[src/rtl/ctat_pkg.sv]
package ctat_pkg;

    // Width of the byte position counter and of the held token start.
    localparam int unsigned POS_W = 32;
    // Width of the start and length fields on the result channel.
    localparam int unsigned OUT_W = 32;

    // Character codes the scanner looks for
    localparam logic [7:0] CH_NUL    = 8'h00;
    localparam logic [7:0] CH_SLASH  = 8'h2F;
    localparam logic [7:0] CH_STAR   = 8'h2A;
    localparam logic [7:0] CH_UNDER  = 8'h5F;
    localparam logic [7:0] CH_LPAREN = 8'h28;
    localparam logic [7:0] CH_RPAREN = 8'h29;
    localparam logic [7:0] CH_COMMA  = 8'h2C;
    localparam logic [7:0] CH_SPACE  = 8'h20;
    localparam logic [7:0] CH_TAB    = 8'h09;
    localparam logic [7:0] CH_LF     = 8'h0A;
    localparam logic [7:0] CH_VT     = 8'h0B;
    localparam logic [7:0] CH_FF     = 8'h0C;
    localparam logic [7:0] CH_CR     = 8'h0D;

    typedef enum logic [2:0] {
        KIND_NONE   = 3'd0,
        KIND_OPEN   = 3'd1,
        KIND_CLOSE  = 3'd2,
        KIND_COMMA  = 3'd3,
        KIND_END    = 3'd4,
        KIND_IDENT  = 3'd5,
        KIND_NUMBER = 3'd6
    } kind_t;

    typedef struct packed {
        kind_t             kind;
        logic [OUT_W-1:0]  start;
        logic [OUT_W-1:0]  length;
        logic              last;
    } token_t;

    // Up to two tokens produced by one text byte, packed from slot 0.
    typedef struct packed {
        logic [1:0] count;
        token_t     tok0;
        token_t     tok1;
    } token_pair_t;

endpackage

[src/rtl/ctat_scan.sv]
module ctat_scan (
    input  logic                 aclk,
    input  logic                 aresetn,
    input  logic                 fire,
    input  logic [7:0]           text_byte,
    output ctat_pkg::token_pair_t tokens
);

    typedef enum logic [6:0] {
        MODE_IDLE       = 7'b0000001,
        MODE_IDENT      = 7'b0000010,
        MODE_NUMBER     = 7'b0000100,
        MODE_SLASH      = 7'b0001000,
        MODE_LINE       = 7'b0010000,
        MODE_BLOCK      = 7'b0100000,
        MODE_BLOCK_STAR = 7'b1000000
    } mode_t;

    localparam logic [ctat_pkg::POS_W-1:0] POS_MAX = '1;

    mode_t                        mode_reg, mode_next;
    logic [ctat_pkg::POS_W-1:0]   pos_reg, pos_next;
    logic [ctat_pkg::POS_W-1:0]   pstart_reg, pstart_next;
    logic [ctat_pkg::POS_W-1:0]   held_len;

    logic            is_space, is_alpha, is_digit, is_word;
    logic            flush, idle_go, idle_emit, ended;
    ctat_pkg::token_t flush_tok, idle_tok;

    // Character classes
    always_comb begin
        is_space = (text_byte == ctat_pkg::CH_SPACE) || (text_byte == ctat_pkg::CH_TAB)
                || (text_byte == ctat_pkg::CH_LF) || (text_byte == ctat_pkg::CH_VT)
                || (text_byte == ctat_pkg::CH_FF) || (text_byte == ctat_pkg::CH_CR);
        is_alpha = ((text_byte >= 8'h61) && (text_byte <= 8'h7A))
                || ((text_byte >= 8'h41) && (text_byte <= 8'h5A));
        is_digit = (text_byte >= 8'h30) && (text_byte <= 8'h39);
        is_word  = is_alpha || is_digit || (text_byte == ctat_pkg::CH_UNDER);
    end

    assign held_len = pos_reg - pstart_reg;

    // Mode transitions; a held token closes first, then the byte is handled fresh
    always_comb begin
        mode_next   = mode_reg;
        pstart_next = pstart_reg;
        flush       = 1'b0;
        idle_go     = 1'b0;
        idle_emit   = 1'b0;
        ended       = 1'b0;
        flush_tok   = '{kind: ctat_pkg::KIND_NONE, start: '0, length: '0, last: 1'b0};
        idle_tok    = '{kind: ctat_pkg::KIND_NONE, start: '0, length: '0, last: 1'b0};

        unique case (mode_reg)
            MODE_IDENT: begin
                if (!is_word) begin
                    flush     = 1'b1;
                    flush_tok = '{kind: ctat_pkg::KIND_IDENT,
                                  start: ctat_pkg::OUT_W'(pstart_reg),
                                  length: ctat_pkg::OUT_W'(held_len), last: 1'b0};
                    idle_go   = 1'b1;
                end
            end
            MODE_NUMBER: begin
                if (!is_digit) begin
                    flush     = 1'b1;
                    flush_tok = '{kind: ctat_pkg::KIND_NUMBER,
                                  start: ctat_pkg::OUT_W'(pstart_reg),
                                  length: ctat_pkg::OUT_W'(held_len), last: 1'b0};
                    idle_go   = 1'b1;
                end
            end
            MODE_SLASH: begin
                if (text_byte == ctat_pkg::CH_SLASH) begin
                    mode_next = MODE_LINE;
                end else if (text_byte == ctat_pkg::CH_STAR) begin
                    mode_next = MODE_BLOCK;
                end else begin
                    flush   = 1'b1;  // lone slash: kind none
                    idle_go = 1'b1;
                end
            end
            MODE_LINE: begin
                if (text_byte == ctat_pkg::CH_NUL) begin
                    idle_go = 1'b1;
                end else if ((text_byte == ctat_pkg::CH_LF)
                          || (text_byte == ctat_pkg::CH_CR)) begin
                    mode_next = MODE_IDLE;
                end
            end
            MODE_BLOCK: begin
                if (text_byte == ctat_pkg::CH_NUL) begin
                    idle_go = 1'b1;
                end else if (text_byte == ctat_pkg::CH_STAR) begin
                    mode_next = MODE_BLOCK_STAR;
                end
            end
            MODE_BLOCK_STAR: begin
                if (text_byte == ctat_pkg::CH_NUL) begin
                    idle_go = 1'b1;
                end else if (text_byte == ctat_pkg::CH_SLASH) begin
                    mode_next = MODE_IDLE;
                end else if (text_byte != ctat_pkg::CH_STAR) begin
                    mode_next = MODE_BLOCK;
                end
            end
            default: begin
                idle_go = 1'b1;
            end
        endcase

        // Byte handled with no token held
        if (idle_go) begin
            if (text_byte == ctat_pkg::CH_NUL) begin
                ended     = 1'b1;
                idle_emit = 1'b1;
                idle_tok  = '{kind: ctat_pkg::KIND_END, start: ctat_pkg::OUT_W'(pos_reg),
                              length: ctat_pkg::OUT_W'(1), last: 1'b0};
            end else if (is_space) begin
                mode_next = MODE_IDLE;
            end else if (text_byte == ctat_pkg::CH_SLASH) begin
                mode_next   = MODE_SLASH;
                pstart_next = pos_reg;
            end else if (is_alpha) begin
                mode_next   = MODE_IDENT;
                pstart_next = pos_reg;
            end else if (is_digit) begin
                mode_next   = MODE_NUMBER;
                pstart_next = pos_reg;
            end else begin
                mode_next = MODE_IDLE;
                idle_emit = 1'b1;
                if (text_byte == ctat_pkg::CH_LPAREN) begin
                    idle_tok = '{kind: ctat_pkg::KIND_OPEN, start: ctat_pkg::OUT_W'(pos_reg),
                                 length: ctat_pkg::OUT_W'(1), last: 1'b0};
                end else if (text_byte == ctat_pkg::CH_RPAREN) begin
                    idle_tok = '{kind: ctat_pkg::KIND_CLOSE, start: ctat_pkg::OUT_W'(pos_reg),
                                 length: ctat_pkg::OUT_W'(1), last: 1'b0};
                end else if (text_byte == ctat_pkg::CH_COMMA) begin
                    idle_tok = '{kind: ctat_pkg::KIND_COMMA, start: ctat_pkg::OUT_W'(pos_reg),
                                 length: ctat_pkg::OUT_W'(1), last: 1'b0};
                end
            end
        end

        // End of text restarts the scan; otherwise the position saturates
        if (ended) begin
            mode_next   = MODE_IDLE;
            pos_next    = '0;
            pstart_next = '0;
        end else if (pos_reg != POS_MAX) begin
            pos_next = pos_reg + ctat_pkg::POS_W'(1);
        end else begin
            pos_next = pos_reg;
        end
    end

    // Pack the tokens from slot 0 and mark the final one
    always_comb begin
        tokens.count = {1'b0, flush} + {1'b0, idle_emit};
        tokens.tok1  = idle_tok;
        if (flush) begin
            tokens.tok0      = flush_tok;
            tokens.tok0.last = !idle_emit;
        end else begin
            tokens.tok0      = idle_tok;
            tokens.tok0.last = 1'b1;
        end
        tokens.tok1.last = 1'b1;
    end

    always_ff @(posedge aclk) begin
        if (!aresetn) begin
            mode_reg   <= MODE_IDLE;
            pos_reg    <= '0;
            pstart_reg <= '0;
        end else if (fire) begin
            mode_reg   <= mode_next;
            pos_reg    <= pos_next;
            pstart_reg <= pstart_next;
        end
    end

endmodule

[src/rtl/ctat_tokq.sv]
module ctat_tokq (
    input  logic                  aclk,
    input  logic                  aresetn,
    input  logic                  push,
    input  ctat_pkg::token_pair_t tokens,
    output logic                  room,
    output logic                  out_valid,
    input  logic                  out_ready,
    output ctat_pkg::token_t      out_tok
);

    // Four-entry token queue; a write stores up to two tokens at once.
    ctat_pkg::token_t entry_reg [4];
    logic [1:0] rd_ptr_reg, rd_ptr_next;
    logic [1:0] wr_ptr_reg, wr_ptr_next;
    logic [2:0] cnt_reg, cnt_next;
    logic [2:0] cnt_after_pop;
    logic [1:0] push_n;
    logic       pop;

    assign out_valid     = (cnt_reg != 3'd0);
    assign out_tok       = entry_reg[rd_ptr_reg];
    assign pop           = out_valid && out_ready;
    assign cnt_after_pop = cnt_reg - {2'b00, pop};
    // Space for a full pair after this cycle's pop
    assign room          = (cnt_after_pop <= 3'd2);
    assign push_n        = push ? tokens.count : 2'd0;

    always_comb begin
        rd_ptr_next = rd_ptr_reg + {1'b0, pop};
        wr_ptr_next = wr_ptr_reg + push_n;
        cnt_next    = cnt_after_pop + {1'b0, push_n};
    end

    always_ff @(posedge aclk) begin
        if (push_n != 2'd0) begin
            entry_reg[wr_ptr_reg] <= tokens.tok0;
        end
        if (push_n == 2'd2) begin
            entry_reg[wr_ptr_reg + 2'd1] <= tokens.tok1;
        end
    end

    always_ff @(posedge aclk) begin
        if (!aresetn) begin
            rd_ptr_reg <= '0;
            wr_ptr_reg <= '0;
            cnt_reg    <= '0;
        end else begin
            rd_ptr_reg <= rd_ptr_next;
            wr_ptr_reg <= wr_ptr_next;
            cnt_reg    <= cnt_next;
        end
    end

endmodule

[src/rtl/c_comment_aware_tokenizer_top.sv]
// Tokenizer for C-like text that skips whitespace and comments.
// Input channel (s_valid/s_ready/s_text_byte): one text byte per transfer;
// a zero byte ends the text and emits an end token.
// Result channel (m_valid/m_ready/m_token_*): tokens with kind, start
// position and length; m_last_of_run marks the final token of a byte.
// A byte can close a held identifier, number or slash and emit its own
// token too, so one byte yields zero, one or two result transfers.
// An accepted byte is registered in the input stage, scanned
// combinationally, and its tokens are written into the token queue.
// Throughput: one byte per cycle while the token queue has room; the
// one-token-per-cycle result port holds back bytes that emit two
// tokens. A four-entry token queue sits between scanner and result port.
// When the receiver stalls, the queue fills and s_ready drops once fewer
// than two free entries remain; no token is lost.
// Reset (aresetn low, synchronous) empties the queue and the input stage,
// sets the scanner to idle and clears the byte position.
module c_comment_aware_tokenizer_top (
    input  logic        aclk,
    input  logic        aresetn,
    input  logic        s_valid,
    output logic        s_ready,
    input  logic [7:0]  s_text_byte,
    output logic        m_valid,
    input  logic        m_ready,
    output logic [2:0]  m_token_kind,
    output logic [31:0] m_token_start,
    output logic [31:0] m_token_length,
    output logic        m_last_of_run
);

    logic                  in_valid_reg, in_valid_next;
    logic [7:0]            in_byte_reg;
    logic                  room;
    logic                  proc;
    logic                  s_xfer;
    ctat_pkg::token_pair_t tokens;
    ctat_pkg::token_t      out_tok;

    // Input stage: refills in the cycle its byte moves to the scanner
    assign proc    = in_valid_reg && room;
    assign s_ready = !in_valid_reg || proc;
    assign s_xfer  = s_valid && s_ready;

    always_comb begin
        if (s_xfer) begin
            in_valid_next = 1'b1;
        end else if (proc) begin
            in_valid_next = 1'b0;
        end else begin
            in_valid_next = in_valid_reg;
        end
    end

    always_ff @(posedge aclk) begin
        if (!aresetn) begin
            in_valid_reg <= 1'b0;
        end else begin
            in_valid_reg <= in_valid_next;
        end
    end

    always_ff @(posedge aclk) begin
        if (s_xfer) begin
            in_byte_reg <= s_text_byte;
        end
    end

    ctat_scan u_scan (
        .aclk      (aclk),
        .aresetn   (aresetn),
        .fire      (proc),
        .text_byte (in_byte_reg),
        .tokens    (tokens)
    );

    ctat_tokq u_tokq (
        .aclk      (aclk),
        .aresetn   (aresetn),
        .push      (proc),
        .tokens    (tokens),
        .room      (room),
        .out_valid (m_valid),
        .out_ready (m_ready),
        .out_tok   (out_tok)
    );

    assign m_token_kind   = out_tok.kind;
    assign m_token_start  = out_tok.start;
    assign m_token_length = out_tok.length;
    assign m_last_of_run  = out_tok.last;

endmodule
[config.mk]
export PLATFORM = sky130hd
export DESIGN_NAME = c_comment_aware_tokenizer_top
export DESIGN_NICKNAME = d
export VERILOG_FILES = /design/src/rtl/ctat_pkg.sv /design/src/rtl/ctat_scan.sv /design/src/rtl/ctat_tokq.sv /design/src/rtl/c_comment_aware_tokenizer_top.sv
export SDC_FILE = /design/constraint.sdc
export NUM_CORES = 1
export LEC_CHECK = 0
export BUFFER_PORTS_ARGS = -buffer_cell sky130_fd_sc_hd__clkbuf_2
export CAP_MARGIN = 5
export CORE_MARGIN = 2
export CORE_UTILIZATION = 63
export DETAILED_ROUTE_END_ITERATION = 10
export PLACE_DENSITY = 0.82
export SLEW_MARGIN = 20
export SYNTH_ARGS = -nofsm -noshare
export SYNTH_HDL_FRONTEND = slang
export SYNTH_HIERARCHICAL = 1
export SYNTH_SLANG_ARGS = --single-unit
[constraint.sdc]
create_clock -name aclk -period 8.24 [get_ports aclk]
set_clock_uncertainty 0.15 [all_clocks]
set_input_delay 0 -clock aclk [delete_from_list [all_inputs] [get_ports aclk]]
set_output_delay 0 -clock aclk [all_outputs]
set_load 0.05 [all_outputs]
==> results of run 1 <==
per-stage QoR:
step	hold WS (ns)	util [%]	instance area, um2	power [uW]
6_report	0.0484	69.4	21700	5230
5_1_grt	0.0523	69.4	21700	5400
4_1_cts	0.0323	69.3	21700	5260
3_5_place_dp	0.0293	65.1	20400	3580
3_3_place_gp	0.0320	65.1	20400	3560
2_1_floorplan	-0.0511	-	20000	3280
routing by layer:
metal  track usage (%)  share of wire, %
met5                 0                 0
met4              8.39               2.6
met3              3.95               6.4
met2              48.0                50
met1              37.4                41
synth_stat cells, types with 21 or more instances:
cell type  number  area [um2]
nor2_1         84         315
a21oi_1        40         200
xnor2_1        21         184
edfxtp_1      280        8410
a22o_1         32         280
and2_1         48         300
buf_4          33         248
mux4_2         68        1530
o21ai_1        38         190
inv_1          51         191
dfxtp_1        79        1580
clkbuf_1       51         191
buf_2          32         160
mux2_2        253        2850
nand2_1        88         330
xor2_1         35         307
nand3_1        53         265
ha_1           39         488
o21ai_0        36         180
logic make-up (layout without fill, tap and decap cells):
kind of cell,after synthesis,count (layout),share of synthesized area (%)
AOI/OAI and AO/OA,205,205,6.60
xor gates and xnor gates,56,56,2.47
adders and majority gates,41,41,2.66
buffers and inverters,179,227,4.47
DFF,359,359,50.3
muxes,341,341,23.5
other,2,32,0.0378
and+or+nand+nor,383,383,9.96
critical path, cell delays in order, from the launching register on:
cell      delay (ns)
edfxtp_1        0.54
or4_4           0.62
o22ai_2         0.18
o21ai_1         0.12
o21a_1          0.20
buf_4           0.24
nand3_4         0.15
and3b_2         0.24
ha_1            0.27
mux2_2          0.26
nand2_1         0.08
nor2_4          0.78
buf_4           0.65
power groups by stage:
stage               logic, uW  registers, uW  clock network (uW)
global route             1440           2180                1780
global placement         1360           2200                   0
floorplan                1140           2140                   0
finish                   1380           2170                1690
detailed placement       1370           2210                   0
CTS                      1390           2170                1700
path summary, 6_finish.rpt:
kind                                                            to  slack (ns)  cells past startpoint
worst max-delay path             u_tokq/entry_reg[1][67]$_DFFE_PP_        3.30                     12
worst min register to register  u_scan/pstart_reg[19]$_SDFFE_PN0P_        0.33                      2
worst min-delay path                      in_byte_reg[4]$_DFFE_PP_        0.05                      2
worst max register to register   u_tokq/entry_reg[1][67]$_DFFE_PP_        3.30                     12
final cells by class:
class / count / area [um2] / area share [%]
Inverter: 52 / 195 / 0.899
Timing Repair Buffer: 108 / 648 / 2.98
Sequential cell: 359 / 10000 / 46.0
Clock buffer: 56 / 1050 / 4.83
Multi-Input combinational cell: 1058 / 9170 / 42.2
Clock inverter: 11 / 155 / 0.714
Tap cell: 402 / 503 / 2.32
timing repair:
| item | in CTS | in global routing |
|---|---|---|
| hold buffers | 11 | 0 |
| endpoints found under the hold margin | 23 | 0 |
| endpoints found under the setup margin | 0 | 0 |
==> results.tsv, run 1 <==
metric	value	unit
status	complete, no violations	
ctsResizeCount	0	
grt_pass1_wl	72.4	mm
layout-drive-gt1-share	31.3	%
p_seq_share	41.4	%
route.vias.total	13100	
grt_max_degree	69	
pin_count	82	
layout_commonest_cell	edfxtp_1	
synth_area_per_cell	12.7	um2
synth-seq-cells	359	
period_needed	4.94	ns
p_switching	1730	uW
pwr-share-clk	32.3	%
cp_data_required_time	8.24	ns
setup_tns	0	ns
die-area	33000	um2
port_buffers	81	
layout_common_cells	280 x edfxtp_1, 253 x mux2_2, 87 x nand2_1	
worst_setup_path_end_kind	flop	
core_region_area	31300	um2
synthCells	1566	
dp_slack	2.85	ns
drt-initial-drc-count	1213	
wl_per_cell	22.5	um
path_clk_slew	0.05	ns
r2r_start	in_byte_reg[0]$_DFFE_PP_	
worstPathArrival	4.94	ns
dp_hpwl	28.7	mm
drt-pass1-iter-count	6	
syn_area	19900	um2
dieHeight	182	um
comb_power_share	26.3	%
crit_start	in_byte_reg[0]$_DFFE_PP_	
max_cap_violations	0	
largest_reg_flops	272	
crit_type	flop to flop	
p_leak	0.00778	uW
cp_max_fo	40	
fin_crit_sh	59.9	%
final-setup-viol-count	0	
clk_latency	0.53	ns
cts_tree	yes	
netSwitchingFraction	33.1	%
antenna_found_initial	0	
worstMarginPinSlew	1.17	ns
yosysSeqAreaShare	50.3	%
crit_path_start_kind	flop	
p_per_area	241	nW/um2
grt_overflow_total	0	
final_max_slew_viol_count	0	
rows	65	
die_w	182	um
clock.fmax	203	MHz
clockBufferDepth	3	
ant_nets	0	
yosysUniqueCellTypes	74	
grt_usage	28.0	%
cts_made_buffers	38	
finalHoldViolCount	0	
clock-sinks	359	
start_util	63.5	%
cts-root-buf	clkbuf_16	
synth_enable_flop_cells	280	
fin_cells	2046	
drcViolationCount	0	
wl	46.0	mm
synthFlopType	edfxtp_1	
area_growth	9.26	%
worst_slew_margin_rel	21.8	%
place_congestion	0.938	
h-tree-depth	2	
hp-start	s_text_byte[4]	
setup_slack	3.30	ns
dp.cells	1967	
ir_drop	0.190	mV
nets	1670	
rsz0062_at_grt	false	
postCtsSetupBuffers	0	
yosys_warnings	6	
nFillCells	2090	
synthArstFlopShare	0	%
drt-vias-per-instance	6.39	
antenna_cells	0	
hp-class	primary input to flop	
p_int	3500	uW
first_global_vias	13100	
(Power assumes the default switching activity.)
==> inputs of run 2 (changes only) <==
--- a/config.mk
+++ b/config.mk
@@ -8,9 +8,9 @@
 export BUFFER_PORTS_ARGS = -buffer_cell sky130_fd_sc_hd__clkbuf_2
 export CAP_MARGIN = 5
 export CORE_MARGIN = 2
-export CORE_UTILIZATION = 63
+export CORE_UTILIZATION = 57
 export DETAILED_ROUTE_END_ITERATION = 10
-export PLACE_DENSITY = 0.82
+export PLACE_DENSITY = 0.78
 export SLEW_MARGIN = 20
 export SYNTH_ARGS = -nofsm -noshare
 export SYNTH_HDL_FRONTEND = slang
==> constraint.sdc (replaced) <==
create_clock -name aclk -period 4.3 [get_ports aclk]
set_clock_uncertainty 0.15 [all_clocks]
set_input_delay 0 -clock aclk [delete_from_list [all_inputs] [get_ports aclk]]
set_output_delay 0 -clock aclk [all_outputs]
set_load 0.05 [all_outputs]
==> run 2 against run 1 <==
Effect of this change:
- final cell count is 4.0% higher
- hold slack worse by 0.016 ns
- utilization is 5.1 points lower
- routed wire length is 1.9% higher
- global-route usage is 1.7 points lower
- power is 94% higher
- combinational power is 98% higher
- first-iteration DRC count is 9.8% lower
- via count is 0.68% lower
- die area is 10% higher
- critical path type unchanged
- critical endpoint is now u_tokq/entry_reg[1][29]$_DFFE_PP_
- largest power group unchanged
==> results.tsv, run 2 (synthesized netlist as in run 1, its figures left out) <==
metric	value	unit
hp-class	primary input to flop	
dieHeight	191	um
finalHoldViolCount	0	
drt-initial-drc-count	1094	
final_max_slew_viol_count	0	
grt_usage	26.3	%
worstPathCellList	inv_1, ha_1, inv_1, fa_1, a211oi_1, o211ai_1, nand3b_1, a21boi_1, a221o_1, a41oi_2, nor2_1, a2111oi_0, nor3_1, mux2_2	
crit_path_start_kind	flop	
holdPathEnd	in_byte_reg[1]$_DFFE_PP_	
grt_max_degree	65	
rsz0062_at_grt	false	
final-setup-viol-count	0	
post_dp_cell_area	20800	um2
p_per_area	458	nW/um2
drt-vias-per-instance	6.10	
die-area	36400	um2
max_cap_violations	0	
worstPathArrival	4.22	ns
nets	1696	
clk_latency	0.54	ns
place_congestion	0.892	
wl	46.9	mm
path_buf_inv	2	
antenna_cells	0	
cts_made_buffers	39	
rows	68	
postCtsSetupBuffers	0	
first_global_vias	13300	
drt-pass1-iter-count	5	
setup_tns	0	ns
r2r_start	u_scan/pos_reg[0]$_SDFFE_PN0P_	
clockBufferDepth	3	
die_w	191	um
area_growth	11.4	%
grt_pass1_wl	74.4	mm
layout-drive-gt1-share	32.2	%
clock-sinks	359	
path_clk_slew	0.06	ns
crit_family	compound AO/OA/AOI/OAI gates	
ir_drop	0.400	mV
layout_common_cells	280 x edfxtp_1, 253 x mux2_2, 87 x nand2_1	
slowest_stage	fa_1	
dp_hpwl	30.5	mm
antenna_found_initial	0	
port_buffers	81	
period_needed	4.08	ns
reg2reg_depth	14	
cp_data_required_time	4.44	ns
rrSetupSlack	0.22	ns
whs	0.0321	ns
crit_type	flop to flop	
cts-root-buf	clkbuf_16	
route.vias.total	13000	
cp_slowest_stage_delay	0.43	ns
clock.fmax	245	MHz
h-tree-depth	2	
fin_crit_sh	94.9	%
wl_per_cell	22.1	um
worst_slew_margin_rel	41.4	%
fin_util	64.3	%
cts_tree	yes	
hp-start	s_text_byte[1]	
critPathMostFrequentCell	inv_1	
pin_count	82	
grt_overflow_total	0	
status	complete, no violations	
cp_max_fo	7	
r2r-end	u_tokq/entry_reg[1][29]$_DFFE_PP_	
ant_nets	0	
start_util	57.7	%
worst_setup_path_end_kind	flop	
core_region_area	34500	um2
p_leak	0.00795	uW
stdcell_area	22100	um2
drcViolationCount	0	
largest_reg_flops	272	
worstMarginPinSlew	0.880	ns
layout_commonest_cell	edfxtp_1	
whs_path_depth	2	
-- run 2: changes by cell type in the layout (fill, tap and decap cells not counted), sizes merged --
cell / change
buf: +23
clkinv: +3
clkbuf: +2
dlygate4sd3: +2
bufinv: -1
clkinvlp: -1
-- run 2: how the worst max path moves through the flow --
stage / startpoint / to / slack [ns] / cells after the start
2_1_floorplan: in_byte_reg[0]$_DFFE_PP_ / u_tokq/entry_reg[1][0]$_DFFE_PP_ / 0.35 / 11
3_3_place_gp: u_scan/pos_reg[0]$_SDFFE_PN0P_ / u_tokq/entry_reg[0][29]$_DFFE_PP_ / 0.25 / 14
3_5_place_dp: u_scan/pos_reg[0]$_SDFFE_PN0P_ / u_tokq/entry_reg[1][29]$_DFFE_PP_ / 0.26 / 14
4_1_cts: u_scan/pos_reg[0]$_SDFFE_PN0P_ / u_tokq/entry_reg[1][29]$_DFFE_PP_ / 0.23 / 14
5_1_grt: u_scan/pos_reg[0]$_SDFFE_PN0P_ / u_tokq/entry_reg[1][29]$_DFFE_PP_ / 0.06 / 14
6_report: u_scan/pos_reg[0]$_SDFFE_PN0P_ / u_tokq/entry_reg[1][29]$_DFFE_PP_ / 0.22 / 14
-- run 2: cell type report --
cell class,count,area (um2)
Clock buffer,58,1080
Inverter,52,195
Fill cell,2546,12300
Timing Repair Buffer,133,991
Multi-Input combinational cell,1058,9170
Tap cell,455,569
Clock inverter,12,144
Sequential cell,359,10000
-- run 2: through the flow --
step / worst slack, ns / power (uW) / instances
after floorplan: 0.351 / 6280 / 1596
after detailed placement: 0.257 / 6960 / 2044
after global placement: 0.251 / 6930 / 2044
after global routing: 0.0601 / 10500 / 2127
after CTS: 0.230 / 10200 / 2127
final: 0.219 / 10100 / 2127
-- run 2: layer usage --
metal	wire length (um)	vias up	global-route usage [%]
li1	-	5994	-
met1	19600	6540	34.5
met2	24300	382	46.5
met3	2150	67	3.05
met4	864	0	6.59
met5	0	-	0
-- run 2: power by group --
| part | switching (uW) | internal, uW |
|---|---|---|
| logic | 1870 | 862 |
| registers | 181 | 3970 |
| clock network | 1340 | 1920 |
-- run 2: repair_timing --
action | CTS | global route
hold endpoints to repair | 65 | 0
gates resized for setup | 0 | 1
endpoints found under the setup margin | 0 | 8
hold buffers | 13 | 0
